===== src/hdl/bootloader_packet_command_engine_core_defines.svh =====
// assertion macros for the bootloader packet command engine
// depends on nothing; the asserting file supplies clk and rst_n in its scope
`ifndef BOOTLOADER_PACKET_COMMAND_ENGINE_CORE_DEFINES_SVH
`define BOOTLOADER_PACKET_COMMAND_ENGINE_CORE_DEFINES_SVH
`ifndef SYNTHESIS
// antecedent implies consequent in the same cycle
`define BPCE_ASSERT_IMPL(lbl, ante, cons) \
    lbl: assert property (@(posedge clk) disable iff (!rst_n) (ante) |-> (cons)) \
        else $error("bpce assertion failed");
// antecedent implies consequent in the next cycle
`define BPCE_ASSERT_NEXT(lbl, ante, cons) \
    lbl: assert property (@(posedge clk) disable iff (!rst_n) (ante) |=> (cons)) \
        else $error("bpce assertion failed");
`else
`define BPCE_ASSERT_IMPL(lbl, ante, cons)
`define BPCE_ASSERT_NEXT(lbl, ante, cons)
`endif
`endif


===== src/hdl/bpce_pkg.sv =====
// shared types, codes and constants of the bootloader packet command engine
// no dependencies
package bpce_pkg;

    localparam int BUFFER_BYTES_DEF = 1024;
    localparam int PACKET_BYTES_DEF = 32;
    localparam int CHUNK_BYTES_DEF  = 30;

    localparam logic [7:0] HDR_CMD      = 8'd254;
    localparam logic [7:0] SUB_ENTER    = 8'd254;
    localparam logic [7:0] SUB_FLASH    = 8'd252;
    localparam logic [7:0] SUB_TO_APP   = 8'd253;
    localparam logic [7:0] SUB_EXIT     = 8'd251;
    localparam logic [7:0] SUB_LOAD_MAX = 8'd34;

    localparam logic OP_BYTE  = 1'b0;
    localparam logic OP_FLASH = 1'b1;

    localparam logic STATUS_OK  = 1'b0;
    localparam logic STATUS_BAD = 1'b1;

    // register indexes on the config port
    localparam logic REG_FIRST_BLOCK = 1'b0;
    localparam logic REG_BLOCK_LIMIT = 1'b1;

    localparam int CFG_ADDR_W = 3;
    localparam logic [31:0] FIRST_BLOCK_RESET = 32'd4;
    localparam logic [31:0] BLOCK_LIMIT_RESET = 32'd1024;

    localparam int Q_DEPTH = 3;
    localparam int QPTR_W  = $clog2(Q_DEPTH);
    localparam int QCNT_W  = $clog2(Q_DEPTH + 1);

    typedef enum logic [1:0] {
        EV_REPLY = 2'd0,
        EV_BOOT  = 2'd1,
        EV_WORD  = 2'd2
    } event_t;

    // control flags of the buffer stage
    typedef struct packed {
        logic   valid;
        logic   wr;
        logic   clear;
        logic   has_res;
        logic   is_word;
        logic   first;
        logic   last;
        event_t ev;
        logic   status;
    } stage_t;

    typedef struct packed {
        logic serving;
        logic checking;
    } ctrl_status_t;

    typedef struct packed {
        event_t      ev;
        logic        status;
        logic [31:0] flash_block;
        logic [7:0]  word_index;
        logic [31:0] new_word;
        logic        erase;
        logic        write;
        logic        last;
    } result_t;

endpackage


===== src/hdl/bpce_ctrl.sv =====
// packet decoder and check sequencer: updates control state on each accepted beat
// and issues the buffer-stage command; depends on bpce_pkg
module bpce_ctrl
    import bpce_pkg::*;
#(
    parameter int BUFFER_BYTES = BUFFER_BYTES_DEF,
    parameter int PACKET_BYTES = PACKET_BYTES_DEF,
    parameter int CHUNK_BYTES  = CHUNK_BYTES_DEF,
    localparam int ROWS        = BUFFER_BYTES / 4,
    localparam int ROW_W       = $clog2(ROWS)
) (
    input  logic               clk,
    input  logic               rst_n,
    input  logic               accept,
    input  logic               op,
    input  logic [4:0]         byte_index,
    input  logic [7:0]         byte_value,
    input  logic [31:0]        old_word,
    input  logic [31:0]        first_block,
    input  logic [31:0]        block_limit,
    output logic               rd_en,
    output logic [ROW_W-1:0]   rd_row,
    output stage_t             st,
    output logic [ROW_W-1:0]   row,
    output logic [1:0]         lane,
    output logic [7:0]         byte_out,
    output logic [31:0]        old_out,
    output logic [31:0]        block_out,
    output logic [7:0]         widx,
    output ctrl_status_t       status
);

    localparam int ADDR_W = $clog2((int'(SUB_LOAD_MAX) + 1) * CHUNK_BYTES + BUFFER_BYTES + 1);

    logic              serving_reg, serving_next;
    logic              header_reg, header_next;
    logic [7:0]        sub_reg, sub_next;
    logic [31:0]       block_reg, block_next;
    logic              checking_reg, checking_next;
    logic [ROW_W-1:0]  cidx_reg, cidx_next;
    stage_t            st_reg, st_next;
    logic [ROW_W-1:0]  row_reg;
    logic [1:0]        lane_reg;
    logic [7:0]        byte_reg;
    logic [31:0]       old_reg;
    logic [31:0]       blk_out_reg;
    logic [7:0]        widx_reg;

    logic [ADDR_W-1:0] addr;
    logic              in_chunk;
    logic              beyond;
    logic              is_last;

    always_comb
    begin
        serving_next  = serving_reg;
        header_next   = header_reg;
        sub_next      = sub_reg;
        block_next    = block_reg;
        checking_next = checking_reg;
        cidx_next     = cidx_reg;
        st_next       = '0;
        st_next.ev    = EV_REPLY;
        st_next.valid = accept;

        beyond   = ({1'b0, byte_index} >= 6'(PACKET_BYTES));
        is_last  = (byte_index == 5'(PACKET_BYTES - 1));
        in_chunk = ({1'b0, byte_index} >= 6'd2) &&
                   ({1'b0, byte_index} < 6'(2 + CHUNK_BYTES));

        if (byte_index == 5'd0)
        begin
            header_next = (byte_value == HDR_CMD);
        end
        if (byte_index == 5'd1)
        begin
            sub_next = byte_value;
        end
        case (byte_index)
            5'd2:    block_next[7:0]   = byte_value;
            5'd3:    block_next[15:8]  = byte_value;
            5'd4:    block_next[23:16] = byte_value;
            5'd5:    block_next[31:24] = byte_value;
            default: block_next        = block_reg;
        endcase

        addr = ADDR_W'(sub_next[5:0]) * ADDR_W'(CHUNK_BYTES) + ADDR_W'(byte_index)
               - ADDR_W'(2);

        if (op == OP_FLASH)
        begin
            rd_row = cidx_reg;
        end
        else
        begin
            rd_row = addr[ROW_W+1:2];
        end
        rd_en = accept;

        if (!accept)
        begin
            // keep state as is
            header_next = header_reg;
            sub_next    = sub_reg;
            block_next  = block_reg;
        end
        else if (op == OP_FLASH)
        begin
            header_next = header_reg;
            sub_next    = sub_reg;
            block_next  = block_reg;
            if (checking_reg)
            begin
                st_next.has_res = 1'b1;
                st_next.is_word = 1'b1;
                st_next.ev      = EV_WORD;
                st_next.first   = (cidx_reg == '0);
                st_next.last    = (cidx_reg == ROW_W'(ROWS - 1));
                if (st_next.last)
                begin
                    checking_next = 1'b0;
                    cidx_next     = '0;
                end
                else
                begin
                    cidx_next = cidx_reg + 1'b1;
                end
            end
        end
        else if (checking_reg || beyond)
        begin
            header_next = header_reg;
            sub_next    = sub_reg;
            block_next  = block_reg;
        end
        else
        begin
            if (serving_reg && header_next && (sub_next <= SUB_LOAD_MAX) && in_chunk &&
                (addr < ADDR_W'(BUFFER_BYTES)))
            begin
                st_next.wr = 1'b1;
            end
            if (is_last)
            begin
                if (!serving_reg)
                begin
                    if (header_next && (sub_next == SUB_ENTER))
                    begin
                        serving_next    = 1'b1;
                        st_next.clear   = 1'b1;
                        st_next.has_res = 1'b1;
                        st_next.ev      = EV_REPLY;
                        st_next.status  = STATUS_OK;
                    end
                    else
                    begin
                        st_next.clear   = 1'b1;
                        st_next.has_res = 1'b1;
                        st_next.ev      = EV_BOOT;
                    end
                end
                else if (!header_next)
                begin
                    serving_next    = 1'b0;
                    st_next.clear   = 1'b1;
                    st_next.has_res = 1'b1;
                    st_next.ev      = EV_BOOT;
                end
                else if (sub_next <= SUB_LOAD_MAX)
                begin
                    // load packet, nothing to report
                end
                else if (sub_next == SUB_FLASH)
                begin
                    if ((block_next < first_block) || (block_next >= block_limit))
                    begin
                        st_next.clear   = 1'b1;
                        st_next.has_res = 1'b1;
                        st_next.ev      = EV_REPLY;
                        st_next.status  = STATUS_BAD;
                    end
                    else
                    begin
                        checking_next = 1'b1;
                        cidx_next     = '0;
                    end
                end
                else if (sub_next inside {SUB_TO_APP, SUB_EXIT})
                begin
                    serving_next    = 1'b0;
                    st_next.clear   = 1'b1;
                    st_next.has_res = 1'b1;
                    st_next.ev      = EV_BOOT;
                end
                else if (sub_next == SUB_ENTER)
                begin
                    st_next.clear   = 1'b1;
                    st_next.has_res = 1'b1;
                    st_next.ev      = EV_REPLY;
                    st_next.status  = STATUS_OK;
                end
            end
        end
    end

    always_ff @(posedge clk or negedge rst_n)
    begin
        if (!rst_n)
        begin
            serving_reg  <= 1'b0;
            header_reg   <= 1'b0;
            sub_reg      <= '0;
            block_reg    <= '0;
            checking_reg <= 1'b0;
            cidx_reg     <= '0;
            st_reg       <= '0;
        end
        else
        begin
            serving_reg  <= serving_next;
            header_reg   <= header_next;
            sub_reg      <= sub_next;
            block_reg    <= block_next;
            checking_reg <= checking_next;
            cidx_reg     <= cidx_next;
            st_reg       <= st_next;
        end
    end

    // payload of the buffer stage
    always_ff @(posedge clk)
    begin
        if (accept)
        begin
            row_reg     <= rd_row;
            lane_reg    <= addr[1:0];
            byte_reg    <= byte_value;
            old_reg     <= old_word;
            blk_out_reg <= block_reg;
            widx_reg    <= 8'(cidx_reg);
        end
    end

    assign st              = st_reg;
    assign row             = row_reg;
    assign lane            = lane_reg;
    assign byte_out        = byte_reg;
    assign old_out         = old_reg;
    assign block_out       = blk_out_reg;
    assign widx            = widx_reg;
    assign status.serving  = serving_reg;
    assign status.checking = checking_reg;

endmodule


===== config.mk =====
export PLATFORM = sky130hd
export DESIGN_NAME = bpce_ctrl
export DESIGN_NICKNAME = d
export VERILOG_FILES = /design/src/hdl/bootloader_packet_command_engine_core_defines.svh /design/src/hdl/bpce_pkg.sv /design/src/hdl/bpce_ctrl.sv
export SDC_FILE = /design/constraint.sdc
export NUM_CORES = 1
export LEC_CHECK = 0
export BUFFER_PORTS_ARGS = -buffer_cell sky130_fd_sc_hd__clkbuf_2
export CORE_ASPECT_RATIO = 0.9
export CORE_MARGIN = 2
export CORE_UTILIZATION = 31
export CTS_BUF_LIST = sky130_fd_sc_hd__clkbuf_8
export CTS_CLUSTER_DIAMETER = 50
export CTS_CLUSTER_SIZE = 12
export DETAILED_ROUTE_END_ITERATION = 10
export HOLD_SLACK_MARGIN = 0.03
export PLACE_DENSITY = 0.58
export SETUP_SLACK_MARGIN = 0.1
export SLEW_MARGIN = 20
export SYNTH_ARGS = -nofsm -noshare
export SYNTH_HDL_FRONTEND = slang
export SYNTH_SLANG_ARGS = --single-unit

===== constraint.sdc =====
create_clock -name clk -period 7.5 [get_ports clk]
set_input_delay 1.5 -clock clk [delete_from_list [all_inputs] [get_ports clk]]
set_output_delay 1.5 -clock clk [all_outputs]
set_load 0.1 [all_outputs]

==> results.toml <==
[grt]
grt_max_degree = 76
overflow = 0
grt_pass1_wl_um = 36100
grt_usage_pct = 16.0
grt_pass1_vias = 6542
antenna_found_initial = 2

[timing]
period_needed_ns = 7.34
slew_viol_final = 0
slew-limit-headroom_pct = 32.5
hold_violations = 0
fin_skew_ns = 0.0176
layout_setup_ws_ns = 0.161
setup_viol = 0
period_share_pct = 97.9
tightest_slew_ns = 1.01
rsz0062_at_grt = "true"
fmax_mhz = 136

[detailed_routing]
wl_per_cell_um = 16.6
drt_iter0_markers = 415
route.detailed.drc = 0
wl_um = 23100
drt.antenna.violating_nets = 0
vias_per_cell = 4.73
num_vias = 6567
drt_first_pass_iters = 4

[cells_and_area]
regArea_mm2 = 0.00420
fin_nets = 1226
syn_to_final_growth_pct = 29.6
fillers = 2680
drive_gt1_share_pct = 40.1
utilization_pct = 41.1
multiInputGateArea_mm2 = 0.00422

[clock_tree]
ctsHoldBuffers = 0
root_buffer = "clkbuf_8"
cts.clk_slew.worst_paths_ns = 0.09
clockBufferDepth = 2
cts.htree.levels = 4
clkSinkCount = 150
cts_tree = "yes"
cts_buffers = 17
clk_latency_ns = 0.46

[synthesis]
synth_seq_cells = 150
syn_inst = 751
synth_area_leaders = "edfxtp_1, dfrtp_1, ha_1"
synth_edf_count = 90
async_flop_share_pct = 40.0
synthesis.area_mm2 = 0.00861
postSynthAreaPerCell_um2 = 11.5
yosys.cell_types.count = 66
yosysWarnings = 0
syn-num-nets = 960
synth_area_leader_cell = "edfxtp_1"
ys.flop_type = "edfxtp_1"
ys_seq_area_share_pct = 48.8
yosys.area.top_type_share_pct = 31.4

[critical_path]
cp_slowest_cell = "fa_1"
worstPathArrival_ns = 5.84
cp.depth = 24
rrSetupSlack_ns = 3.30
max_stage_delay_ns = 0.58
endpoint_kind = "output pin"
critPathKind = "primary input to output pin"
r2r_start = "sub_reg[0]"
cpMostUsedCell = "ha_4"
critPathLaunchType = "primary input"
r2r_end = "st[8]"
path_buf_inv = 8
crit_chain = "buf_2 -> nor4_4 -> buf_6 -> nand2_8 -> mux2i_4 -> inv_2 -> ha_4 -> inv_2 -> ha_4 -> fa_1 -> inv_2 -> fa_2 -> ha_4 -> inv_4 -> ha_4 -> nor2b_4 -> o21ai_4 -> a21boi_4 -> buf_6 -> nor2_1 -> o21bai_1 -> xor2_1 -> o21ai_4 -> buf_12"
required_ns = 6.00
cp_max_fo = 4
worstRegToRegCells = 18
critPathTopFamily = "adder cells"

[die]
core-area_mm2 = 0.0272
fp.dieH_um = 162
die_w_um = 180
rows = 57
ioPinCount = 224
start_util_pct = 31.7
dieArea_mm2 = 0.0291

[hold_path]
hp-start = "block_reg[28]"
hold_path.class = "flop to flop"
hold_path_end = "block_out[28]"
worstHoldPathCells = 0

[placement]
pre_cts_ws_ns = -0.133
numPortBuffers = 223
gp_congestion = 0.833
place_hpwl_um = 17600

[run]
drv_cap = 0

[status]
status = "complete, no violations"
==> through the flow <==
step | instance area (um2) | hold slack (ns) | setup TNS [ns] | instances
6_report | 11200 | 0.471 | 0 | 1387
5_1_grt | 11200 | 0.490 | -0.0816 | 1385
4_1_cts | 11000 | 0.472 | 0 | 1380
3_5_place_dp | 10600 | 0.455 | -0.133 | 1348
3_3_place_gp | 10500 | 0.445 | -0.0332 | 1348
2_1_floorplan | 8740 | 0.437 | -0.159 | 751
==> worst max path at each step <==
stage                           end           from  slack (ns)
after global routing      rd_row[6]  byte_index[4]       -0.08
after floorplan           rd_row[6]  byte_index[2]       -0.16
after CTS                 rd_row[6]  byte_index[2]        0.13
after detailed placement  rd_row[6]  byte_index[2]       -0.13
after global placement    rd_row[6]  byte_index[2]       -0.03
final                     rd_row[6]  byte_index[4]        0.16
==> Yosys cell counts (2+ instances only) <==
library cell    n
nor2b_1         5
or2_2           2
nand3_1         9
clkbuf_1        7
a211oi_1        9
nand4_1        16
and2_1          3
nand2b_1        4
a41oi_1         3
nor4_1          4
buf_6           2
inv_1         106
o211ai_1        5
dfrtp_1        60
o21a_1          2
a22oi_1         2
nor4b_1         2
o21ai_0        30
and3_1          3
a21boi_0        2
xnor2_1         7
o21bai_1        4
a31oi_1         5
mux2i_1        15
nor4_2          2
or4bb_2         2
nand2_1        52
nor3_1          7
a21o_1          5
xor2_1          6
nor2_1         39
mux2_2         66
o31a_1          2
buf_4           4
fa_1            5
a21oi_1        42
o22ai_1         2
or4_1           3
ha_1           91
edfxtp_1       90
==> final cells by class <==
cell class	count	area share (%)
antenna	3	0.0673
tap	354	3.97
sequential	150	37.7
inverter	106	3.59
clock inverter	15	1.35
timing repair buffer	262	13.4
clock buffer	17	2.10
multi-input combinational	480	37.8
==> timing repair <==
action / in CTS / in global routing
setup buffers: 0 / 4
resized for setup: 7 / 27
setup endpoints to repair: 3 / 3
pin swaps: 4 / 19
gates cloned: 0 / 0
==> cells by family after synthesis <==
family | count (synthesis) | synth area share, %
multiplexers | 82 | 10.5
flip-flops | 150 | 48.8
adder cells (fa/ha/maj) | 96 | 14.4
AO/OA/AOI/OAI | 126 | 9.21
XOR/XNOR | 13 | 1.32
buffers and inverters | 121 | 5.87
AND/OR/NAND/NOR | 163 | 9.85
==> cell usage in the layout (no fill, tap or decap), drive strengths merged, types with 6 or more instances in the layout <==
cell,instances
clkbuf,231
inv,116
ha,91
edfxtp,90
mux2,66
dfrtp,60
nand2,53
buf,48
a21oi,43
nor2,39
o21ai,31
nand4,16
mux2i,16
a211oi,9
nand3,9
nor3,7
xnor2,7
nor4,7
xor2,6
==> layer usage <==
layer	GRT usage (%)	up-vias	share of wire, %
met5	0	-	0.056
met4	4.62	2	1.6
met3	4.15	26	6.9
met2	24.1	231	43
met1	22.7	3068	49
li1	-	3240	-
Power is not shown: default switching activity piles up to over one toggle a cycle in this logic, so the estimate is an artifact.
