<file path="src/hdl/bootloader_packet_command_engine_core_defines.svh">
// assertion macros for the bootloader packet command engine
// depends on nothing; the asserting file supplies clk and rst_n in its scope
`ifndef BOOTLOADER_PACKET_COMMAND_ENGINE_CORE_DEFINES_SVH
`define BOOTLOADER_PACKET_COMMAND_ENGINE_CORE_DEFINES_SVH
`ifndef SYNTHESIS
// antecedent implies consequent in the same cycle
`define BPCE_ASSERT_IMPL(lbl, ante, cons) \
    lbl: assert property (@(posedge clk) disable iff (!rst_n) (ante) |-> (cons)) \
        else $error("bpce assertion failed");
// antecedent implies consequent in the next cycle
`define BPCE_ASSERT_NEXT(lbl, ante, cons) \
    lbl: assert property (@(posedge clk) disable iff (!rst_n) (ante) |=> (cons)) \
        else $error("bpce assertion failed");
`else
`define BPCE_ASSERT_IMPL(lbl, ante, cons)
`define BPCE_ASSERT_NEXT(lbl, ante, cons)
`endif
`endif

</file>
<file path="src/hdl/bpce_pkg.sv">
// shared types, codes and constants of the bootloader packet command engine
// no dependencies
package bpce_pkg;

    localparam int BUFFER_BYTES_DEF = 1024;
    localparam int PACKET_BYTES_DEF = 32;
    localparam int CHUNK_BYTES_DEF  = 30;

    localparam logic [7:0] HDR_CMD      = 8'd254;
    localparam logic [7:0] SUB_ENTER    = 8'd254;
    localparam logic [7:0] SUB_FLASH    = 8'd252;
    localparam logic [7:0] SUB_TO_APP   = 8'd253;
    localparam logic [7:0] SUB_EXIT     = 8'd251;
    localparam logic [7:0] SUB_LOAD_MAX = 8'd34;

    localparam logic OP_BYTE  = 1'b0;
    localparam logic OP_FLASH = 1'b1;

    localparam logic STATUS_OK  = 1'b0;
    localparam logic STATUS_BAD = 1'b1;

    // register indexes on the config port
    localparam logic REG_FIRST_BLOCK = 1'b0;
    localparam logic REG_BLOCK_LIMIT = 1'b1;

    localparam int CFG_ADDR_W = 3;
    localparam logic [31:0] FIRST_BLOCK_RESET = 32'd4;
    localparam logic [31:0] BLOCK_LIMIT_RESET = 32'd1024;

    localparam int Q_DEPTH = 3;
    localparam int QPTR_W  = $clog2(Q_DEPTH);
    localparam int QCNT_W  = $clog2(Q_DEPTH + 1);

    typedef enum logic [1:0] {
        EV_REPLY = 2'd0,
        EV_BOOT  = 2'd1,
        EV_WORD  = 2'd2
    } event_t;

    // control flags of the buffer stage
    typedef struct packed {
        logic   valid;
        logic   wr;
        logic   clear;
        logic   has_res;
        logic   is_word;
        logic   first;
        logic   last;
        event_t ev;
        logic   status;
    } stage_t;

    typedef struct packed {
        logic serving;
        logic checking;
    } ctrl_status_t;

    typedef struct packed {
        event_t      ev;
        logic        status;
        logic [31:0] flash_block;
        logic [7:0]  word_index;
        logic [31:0] new_word;
        logic        erase;
        logic        write;
        logic        last;
    } result_t;

endpackage

</file>
<file path="src/hdl/bpce_outq.sv">
// small result queue that decouples the buffer stage from the output channel
// depends on bpce_pkg
module bpce_outq
    import bpce_pkg::*;
(
    input  logic              clk,
    input  logic              rst_n,
    input  logic              push,
    input  result_t           res_in,
    input  logic              pop_ready,
    output logic              out_valid,
    output result_t           res_out,
    output logic [QCNT_W-1:0] count
);

    result_t           ent_reg [Q_DEPTH];
    logic [QPTR_W-1:0] head_reg, head_next;
    logic [QPTR_W-1:0] tail_reg, tail_next;
    logic [QCNT_W-1:0] count_reg, count_next;
    logic              pop;

    always_comb
    begin
        pop        = out_valid && pop_ready;
        head_next  = head_reg;
        tail_next  = tail_reg;
        count_next = count_reg;
        if (pop)
        begin
            head_next = (head_reg == QPTR_W'(Q_DEPTH - 1)) ? '0 : head_reg + 1'b1;
        end
        if (push)
        begin
            tail_next = (tail_reg == QPTR_W'(Q_DEPTH - 1)) ? '0 : tail_reg + 1'b1;
        end
        case ({push, pop})
            2'b10:   count_next = count_reg + 1'b1;
            2'b01:   count_next = count_reg - 1'b1;
            default: count_next = count_reg;
        endcase
    end

    always_ff @(posedge clk or negedge rst_n)
    begin
        if (!rst_n)
        begin
            head_reg  <= '0;
            tail_reg  <= '0;
            count_reg <= '0;
        end
        else
        begin
            head_reg  <= head_next;
            tail_reg  <= tail_next;
            count_reg <= count_next;
        end
    end

    always_ff @(posedge clk)
    begin
        if (push)
        begin
            ent_reg[tail_reg] <= res_in;
        end
    end

    assign out_valid = (count_reg != '0);
    assign res_out   = ent_reg[head_reg];
    assign count     = count_reg;

endmodule

</file>
<file path="config.mk">
export PLATFORM = sky130hd
export DESIGN_NAME = bpce_outq
export DESIGN_NICKNAME = d
export VERILOG_FILES = /design/src/hdl/bootloader_packet_command_engine_core_defines.svh /design/src/hdl/bpce_pkg.sv /design/src/hdl/bpce_outq.sv
export SDC_FILE = /design/constraint.sdc
export NUM_CORES = 1
export LEC_CHECK = 0
export BUFFER_PORTS_ARGS = -buffer_cell sky130_fd_sc_hd__buf_2
export CAP_MARGIN = 10
export CORE_ASPECT_RATIO = 0.7
export CORE_MARGIN = 4
export CORE_UTILIZATION = 40
export DETAILED_ROUTE_END_ITERATION = 7
export HOLD_SLACK_MARGIN = 0.08
export PLACE_DENSITY = 0.69
export SYNTH_ARGS = -nofsm -noshare
export SYNTH_HDL_FRONTEND = slang
export SYNTH_SLANG_ARGS = --single-unit
</file>
<file path="constraint.sdc">
create_clock -name clk -period 9.3 [get_ports clk]
set_input_delay 1.395 -clock clk [delete_from_list [all_inputs] [get_ports clk]]
set_output_delay 1.395 -clock clk [all_outputs]
set_load 0.02 [all_outputs]
</file>
==> reports/metrics.yaml, run 1 <==
period_needed_ns: 4.20
finalSetupViolCount: 0
largest_register_ffs: 234
antenna_found_initial: 2
synth_largest_area_cell: "edfxtp_1"
portBuffers: 162
fmax_ghz: 0.238
grt_max_degree: 87
required_ns: 7.91
crit_type: "register to primary output"
netlist_top_cells_area: "edfxtp_1 78%, mux2i_1 8.6%, o21ai_1 4.4%, nand2_1 3.3%, buf_12 2.0%"
fp-row-count: 45
wl_per_cell_um: 16.7
critical_path.cell_chain: "buf_4 -> mux2i_1 -> o21ai_1 -> buf_2"
ys_types: 20
die_w_um: 188
hold_class: "register to register"
place_area_um2: 10000
n_antenna_cell: 0
final_nets: 771
synth_top_area_share_pct: 77.8
dieArea_um2: 25100
multi_input_area_um2: 1600
synth_seq_area_share_pct: 79.4
worst_setup_path_end_kind: "primary output"
cp.arrival_ns: 2.80
synth_edf_count: 234
ys_ff_latch: 240
synthArstFlopShare_pct: 2.50
cts_max_path_buffers: 3
maxCapViolations: 0
drive_above_1_share_pct: 29.2
cts_tree: "done"
leakage_nw: 3.90
via_per_inst: 4.78
crit_path_top_delay_cell: "dfrtp_4"
fin_crit_sh_pct: 45.1
cp-start-kind: "register"
finClkSkew_ns: 0.00987
cp_num_buf_inv: 2
syn_nets: 603
syn_area_um2: 9030
post_cts_buffers: 0
powerDensity_nw_per_um2: 322
slew_headroom_pct: 26.7
drv_slew: 0
synth_ff_type: "edfxtp_1"
pre_cts_ws_ns: 5.58
grt_pass1_wl_mm: 25.6
dp.cells: 945
ant_nets: 0
fill_cells: 1886
path_clk_slew_ns: 0.06
clk_latency_ns: 0.50
start_util_pct: 41.1
rsz0062_at_grt: "false"
syn_area_per_cell_um2: 17.4
grt_use_total_pct: 12.7
crit_path_max_fanout: 46
fin_cells: 985
finish.utilization_pct: 48.6
outcome: "finished, final reports clean"
fin_area_um2: 10700
dp_hpwl_mm: 9.76
crit_path_max_incr_delay_ns: 0.88
first_pass_iters: 4
setup_slack_ns: 5.10
die_y_um: 134
cts_max_level: 1
drc: 0
vias: 4713
seqCellArea_um2: 7180
grt_pass1_vias: 4552
holdBufCountCts: 0
yosysWarningCount: 0
hold_viol: 0
worstMarginPinSlew_ns: 1.10
setup_tns_ns: 0
area_delta_synth_final_pct: 18.0
core_area_um2: 22000
ctsResizeCount: 0
syn_inst: 520
overflow: 0
clkSinkCount: 240
place.gp.congestion: 0.692
clock-root-buffer: "clkbuf_16"
irDropWorstVdd_mv: 0.213
critPathTopFamily: "buffers and inverters"
io_pins: 163
cts_made_buffers: 23
dr.first_iter.drc_count: 257
wirelength_mm: 16.5
[cells in the final DEF (no fill, tap or decap), drive strengths merged]
cell / count
a21o: 3
buf: 169
clkbuf: 26
clkinv: 14
dfrtp: 6
edfxtp: 234
ha: 1
inv: 2
mux2i: 78
nand2: 80
nand2b: 1
nor2: 2
nor3: 2
nor3b: 1
o21ai: 80
or2: 1
xnor2: 2
xor2: 1
[layer usage]
| metal | wire length, µm | vias to the layer above | share of wire [%] | global-route usage (%) |
|---|---|---|---|---|
| met4 | 316 | 4 | 1.9 | 2.97 |
| li1 | - | 2303 | - | - |
| met5 | 21 | - | 0.13 | 0 |
| met1 | 7690 | 2208 | 47 | 18.9 |
| met2 | 6990 | 165 | 42 | 18.5 |
| met3 | 1470 | 33 | 8.9 | 4.01 |
[cell families (layout without fill, tap and decap cells)]
kind of cell / count (synthesis) / after routing / share of synthesized area [%]
flip-flops: 240 / 240 / 79.4
multiplexers: 78 / 78 / 8.64
XOR/XNOR: 3 / 3 / 0.291
AO/OA/AOI/OAI: 83 / 83 / 4.68
AND/OR/NAND/NOR: 87 / 87 / 3.79
adder cells (fa/ha/maj): 1 / 1 / 0.138
buffers and inverters: 28 / 211 / 3.02
[report_power, final]
group / switching (mW) / total [mW] / internal (mW)
registers: 0.127 / 1.52 / 1.39
logic: 0.727 / 1.10 / 0.373
clock network: 0.364 / 0.814 / 0.450
total: 1.22 / 3.43 / 2.21
[Yosys cell counts (all sizes together), types with 2 or more instances]
cell    count
inv         2
buf        22
a21o        3
nor3        2
xnor2       2
o21ai      80
nor2        2
edfxtp    234
dfrtp       6
nand2      80
mux2i      78
clkbuf      4
[per-stage QoR]
step                      hold slack, ns  total power [mW]
after CTS                          0.523              3.49
final                              0.522              3.43
after global routing               0.574              3.63
after global placement             0.510              2.66
after detailed placement           0.511              2.67
after floorplan                    0.488              2.37
[final timing paths]
check	from	end	slack (ns)	depth (start not counted)
setup / recovery	head_reg[0]	res_out[12]	5.10	4
hold / removal	count[1]	count[1]	0.52	1
setup reg to reg	tail_reg[1]	ent_reg[0][65]	7.20	3
hold reg to reg	count[1]	count[1]	0.52	1
max in group asynchronous	rst_n	head_reg[0]	8.42	1
min in group asynchronous	rst_n	count[1]	0.72	1
[layout make-up]
type / instances / share of cell area [%]
Sequential cell: 240 / 67.4
Multi-Input combinational cell: 252 / 15.0
Timing Repair Buffer: 169 / 8.10
Clock buffer: 26 / 5.50
Tap cell: 282 / 3.31
Clock inverter: 14 / 0.599
Inverter: 2 / 0.0704
Note: power is estimated with default switching activity, not from simulation.
==> inputs of run 2 (changes only) <==
- ABC_AREA: not set -> 1
- PLACE_DENSITY: 0.69 -> 0.7
- clock period: 9.3 -> 4.35 ns (I/O delays scaled with it)
==> run 2 against run 1 <==
  * Die area is 3.1% lower
  * Sequential share of layout area increased by 0.51 points
  * Utilization rose by 1.6 points
  * Register-to-register slack worse by 4.9 ns
  * Design area fell by 0.83%
  * Power rose by 120%
  * Sequential cell count unchanged
  * Worst setup slack worse by 3.9 ns
  * Synthesized cell count is 18% higher
  * Combinational power grew 150%
  * Area after synthesis down 3.3%
==> reports/metrics.yaml, run 2 <==
outcome: "finished, final reports clean"
setup_slack_ns: 1.25
dp.cells: 1033
maxUsedRoutingLayer: "met5"
synth_top_family_by_area: "simple AND/OR/NAND/NOR gates"
holdBufCountCts: 1
required_ns: 3.70
cts_tree: "done"
powerDensity_nw_per_um2: 725
hold_class: "input pin to register"
yosysWarningCount: 0
post_cts_buffers: 0
synthArstFlopShare_pct: 2.50
period_needed_ns: 3.10
syn_area_um2: 8740
holdPathEnd: "ent_reg[0][44]"
synthAdderAreaFrac_pct: 0.143
slew_headroom_pct: 37.7
critical_path.cell_chain: "nor2_4 -> buf_12 -> nand2_1 -> nand3_1 -> buf_2"
fill_cells: 1820
synth_xor_area_share_pct: 0.100
final_nets: 866
worstMarginPinSlew_ns: 0.931
cts_made_buffers: 23
crit_path_top_delay_cell: "dfrtp_2"
cts_max_path_buffers: 3
fin_crit_sh_pct: 71.2
min_delay_path_depth: 1
die_y_um: 132
grt_pass1_wl_mm: 28.5
pre_cts_ws_ns: 1.74
first_pass_iters: 5
rsz0062_at_grt: "false"
met2_length_mm: 7.74
synth_compound_area_share_pct: 0.115
clk_latency_ns: 0.50
rr_startpoint: "tail_reg[1]"
dr.first_iter.drc_count: 318
core_area_um2: 21100
syn_nets: 694
yosysMostFrequentCell: "nand2_1"
dieArea_um2: 24300
cts_max_level: 1
finish.utilization_pct: 50.1
met1_length_mm: 8.41
largest_register_ffs: 234
synthTopCellsByCount: "246 x nand2_1, 234 x edfxtp_1, 81 x nand3_1"
synth_ff_type: "edfxtp_1"
portBuffers: 162
rrSetupSlack_ns: 2.31
ys_types: 15
place_area_um2: 9880
place.gp.congestion: 0.785
synth_top_area_share_pct: 80.4
mostFrequentLayoutCells: "246 x nand2_1, 234 x edfxtp_1, 162 x buf_2, 81 x nand3_1, 23 x clkbuf_16"
antenna_found_initial: 4
path_clk_slew_ns: 0.06
io_pins: 163
wirelength_mm: 18.7
synth_largest_area_cell: "edfxtp_1"
worst_setup_path_end_kind: "primary output"
crit_type: "register to primary output"
start_util_pct: 41.4
drv_slew: 0
irDropWorstVdd_mv: 0.358
die_w_um: 185
overflow: 0
fin_area_um2: 10600
grt_max_degree: 67
cp.arrival_ns: 2.44
vias: 5249
min-delay-start: "res_in[44]"
fp-row-count: 44
synthMuxAreaShare_pct: 0
syn_inst: 611
syn_area_per_cell_um2: 14.3
r2r_end: "ent_reg[1][67]"
area_delta_synth_final_pct: 21.0
clock-root-buffer: "clkbuf_16"
reg2reg_depth: 4
fin_cells: 1077
dp_hpwl_mm: 11.6
drc: 0
grt_pass1_vias: 5040
synth_seq_area_share_pct: 82.1
netlist_top_cells_area: "edfxtp_1 80%, nand2_1 11%, nand3_1 4.6%, dfrtp_1 1.7%, buf_2 0.86%"
wl_per_cell_um: 17.4
via_per_inst: 4.87
ys_ff_latch: 240
routed-wl-met3_mm: 2.24
fmax_ghz: 0.323
grt_use_total_pct: 14.9
finClkSkew_ns: 0.0122
final_common_cell: "nand2_1"
ctsResizeCount: 0
cp-start-kind: "register"
finalSetupViolCount: 0
drive_above_1_share_pct: 26.2
clkSinkCount: 240
hold_viol: 0
crit_path_max_fanout: 66
ant_nets: 0
synth_edf_count: 234
synth-simple-area-share_pct: 15.6
maxCapViolations: 0
leakage_nw: 4.08
setup_tns_ns: 0
crit_path_max_incr_delay_ns: 0.68
-- run 2: kinds of logic (layout without fill, tap and decap cells) --
group	count (synthesis)	count (layout)
buffers and inverters	36	224
AOI/OAI and AO/OA	2	2
xor gates and xnor gates	1	1
other	0	2
DFF	240	240
and+or+nand+nor	331	331
adders and majority gates	1	1
-- run 2: through the flow --
step	hold slack [ns]	power (mW)
finish	0.349	7.67
global route	0.328	8.13
CTS	0.326	7.78
detailed placement	0.502	5.96
global placement	0.497	5.93
floorplan	0.357	4.92
-- run 2: how the worst max path moves through the flow --
stage	cells past startpoint	from	to	slack, ns
after CTS	4	head_reg[1]	res_out[26]	1.20
final	5	head_reg[1]	res_out[57]	1.25
after global placement	4	head_reg[1]	res_out[26]	1.79
after global routing	5	head_reg[1]	res_out[75]	1.05
after floorplan	2	push	ent_reg[2][0]	0.18
after detailed placement	4	head_reg[1]	res_out[26]	1.74
-- run 2: cell type report --
class	instances	area, µm²	area share (%)
sequential	240	7180	67.9
multi-input combinational	335	1410	13.3
timing repair buffer	172	913	8.64
clock buffer	25	583	5.51
tap	276	345	3.27
clock inverter	16	98.8	0.935
inverter	11	43.8	0.414
antenna	2	5.00	0.0473
-- run 2: metal layers --
metal	vias to the layer above	global-route usage, %
li1	2495	-
met5	-	0
met3	34	5.50
met4	6	2.65
met2	219	20.9
met1	2495	22.5
-- run 2: worst max-delay path: cells and delay by family, from the launching register on --
kind | cells | cell delay, ns
AND/OR/NAND/NOR | 3 | 0.67
buffers and inverters | 2 | 0.54
flip-flops | 1 | 0.68
-- run 2: where the power goes --
part	total, mW	switching (mW)	internal [mW]
combinational	2.73	1.96	0.766
clock	1.81	0.784	1.02
sequential	3.13	0.162	2.97
total	7.67	2.91	4.76
==> inputs of run 3 (changes only) <==
- PLACE_DENSITY: 0.7 -> 0.72
- clock period: 4.35 -> 2.65 ns (I/O delays scaled with it)
==> run 3 against run 2 <==
  * Sequential cell count unchanged
  * Power increased by 64%
  * Design area increased by 0.46%
  * Via count decreased by 0.91%
  * Sequential share of layout area decreased by 0.31 points
  * Critical path type unchanged
  * Largest power group unchanged
  * Largest cell class unchanged
  * Hold slack got worse by 0.24 ns
  * Cell count about the same
  * Global-route usage decreased by 0.45 points
  * Clock-buffer cell count increased by 3
  * Non-clock buffer count increased by 1
==> reports/metrics.yaml, run 3 (synthesized netlist as in run 2, its figures left out) <==
leakage_nw: 4.09
hold_viol: 0
dp_hpwl_mm: 10.8
via_per_inst: 4.83
start_util_pct: 41.4
cp.arrival_ns: 2.04
finish.utilization_pct: 50.4
fmax_ghz: 0.411
cp-start-kind: "register"
rsz0062_at_grt: "false"
required_ns: 2.25
powerDensity_nw_per_um2: 1190
grt_use_total_pct: 14.4
cts_max_level: 1
area_delta_synth_final_pct: 21.5
n_antenna_cell: 0
period_needed_ns: 2.44
worst_setup_path_end_kind: "primary output"
final_nets: 867
core_area_um2: 21100
path_clk_slew_ns: 0.06
crit_type: "register to primary output"
final_common_cell: "nand2_1"
setup_slack_ns: 0.214
largest_register_ffs: 234
cts_tree: "done"
grt_max_degree: 80
worstMarginPinSlew_ns: 0.504
mostFrequentLayoutCells: "246 x nand2_1, 234 x edfxtp_1, 162 x buf_2, 81 x nand3_1, 23 x clkbuf_16"
ant_nets: 0
outcome: "finished, final reports clean"
overflow: 0
crit_path_max_fanout: 79
die_w_um: 185
finClkSkew_ns: 0.00996
setup_tns_ns: 0
dr.first_iter.drc_count: 385
slew_headroom_pct: 66.4
finalSetupViolCount: 0
dieArea_um2: 24300
cts_max_path_buffers: 3
pre_cts_ws_ns: 0.750
drive_above_1_share_pct: 26.4
wl_per_cell_um: 16.7
fin_crit_sh_pct: 91.9
hold_class: "input pin to register"
irDropWorstVdd_mv: 0.626
grt_pass1_wl_mm: 28.1
drv_slew: 0
clkSinkCount: 240
cts_made_buffers: 23
portBuffers: 162
clk_latency_ns: 0.49
die_y_um: 132
clock-root-buffer: "clkbuf_16"
io_pins: 163
antenna_found_initial: 2
place.gp.congestion: 0.709
fp-row-count: 44
wirelength_mm: 17.9
post_cts_buffers: 0
grt_pass1_vias: 5136
drc: 0
maxCapViolations: 0
first_pass_iters: 5
vias: 5201
run 3: repair_timing:
action / CTS / global route
hold buffers: 1 / 0
hold endpoints to repair: 6 / 0
resized for setup: 0 / 0
run 3: layout make-up:
type | instances | area [µm²]
fill | 1809 | 10500
sequential | 240 | 7180
multi-input combinational | 335 | 1410
timing repair buffer | 173 | 958
clock buffer | 28 | 594
tap | 276 | 345
clock inverter | 13 | 83.8
inverter | 11 | 56.3
run 3: worst max-delay path: stages, from the launching register on:
cell	delay, ns
dfrtp_2	0.55
nor2_4	0.17
buf_12	0.31
nand2_1	0.11
nand3_1	0.11
buf_2	0.18
run 3: metal layers:
metal	wire length, µm	GRT usage, %	part of all wire (%)
met5	26	0	0.15
met3	2050	5.11	11
met1	7880	20.8	44
met2	7690	21.6	43
met4	285	2.44	1.6
run 3: through the flow:
step | cells | area [µm²] | hold WS [ns] | total power, mW
6_report | 1076 | 10600 | 0.106 | 12.6
2_1_floorplan | 611 | 8760 | 0.102 | 8.08
5_1_grt | 1076 | 10600 | 0.0835 | 13.4
3_3_place_gp | 1034 | 9930 | 0.237 | 9.76
3_5_place_dp | 1034 | 9930 | 0.238 | 9.80
4_1_cts | 1076 | 10600 | 0.0812 | 12.8
run 3: final timing paths:
path	from	end	slack (ns)	cells after the start
max	head_reg[1]	res_out[50]	0.21	5
min	res_in[75]	ent_reg[0][75]	0.11	1
max reg2reg	count[0]	count[1]	1.08	9
min reg2reg	count[1]	count[1]	0.55	2
max in group asynchronous	rst_n	head_reg[1]	2.15	2
min in group asynchronous	rst_n	head_reg[0]	0.33	2
run 3: power breakdown:
group | leakage [nW] | internal (mW) | switching, mW | total [mW]
clock | 0.339 | 1.69 | 1.27 | 2.96
combinational | 1.52 | 1.31 | 3.25 | 4.56
sequential | 2.23 | 4.87 | 0.203 | 5.08
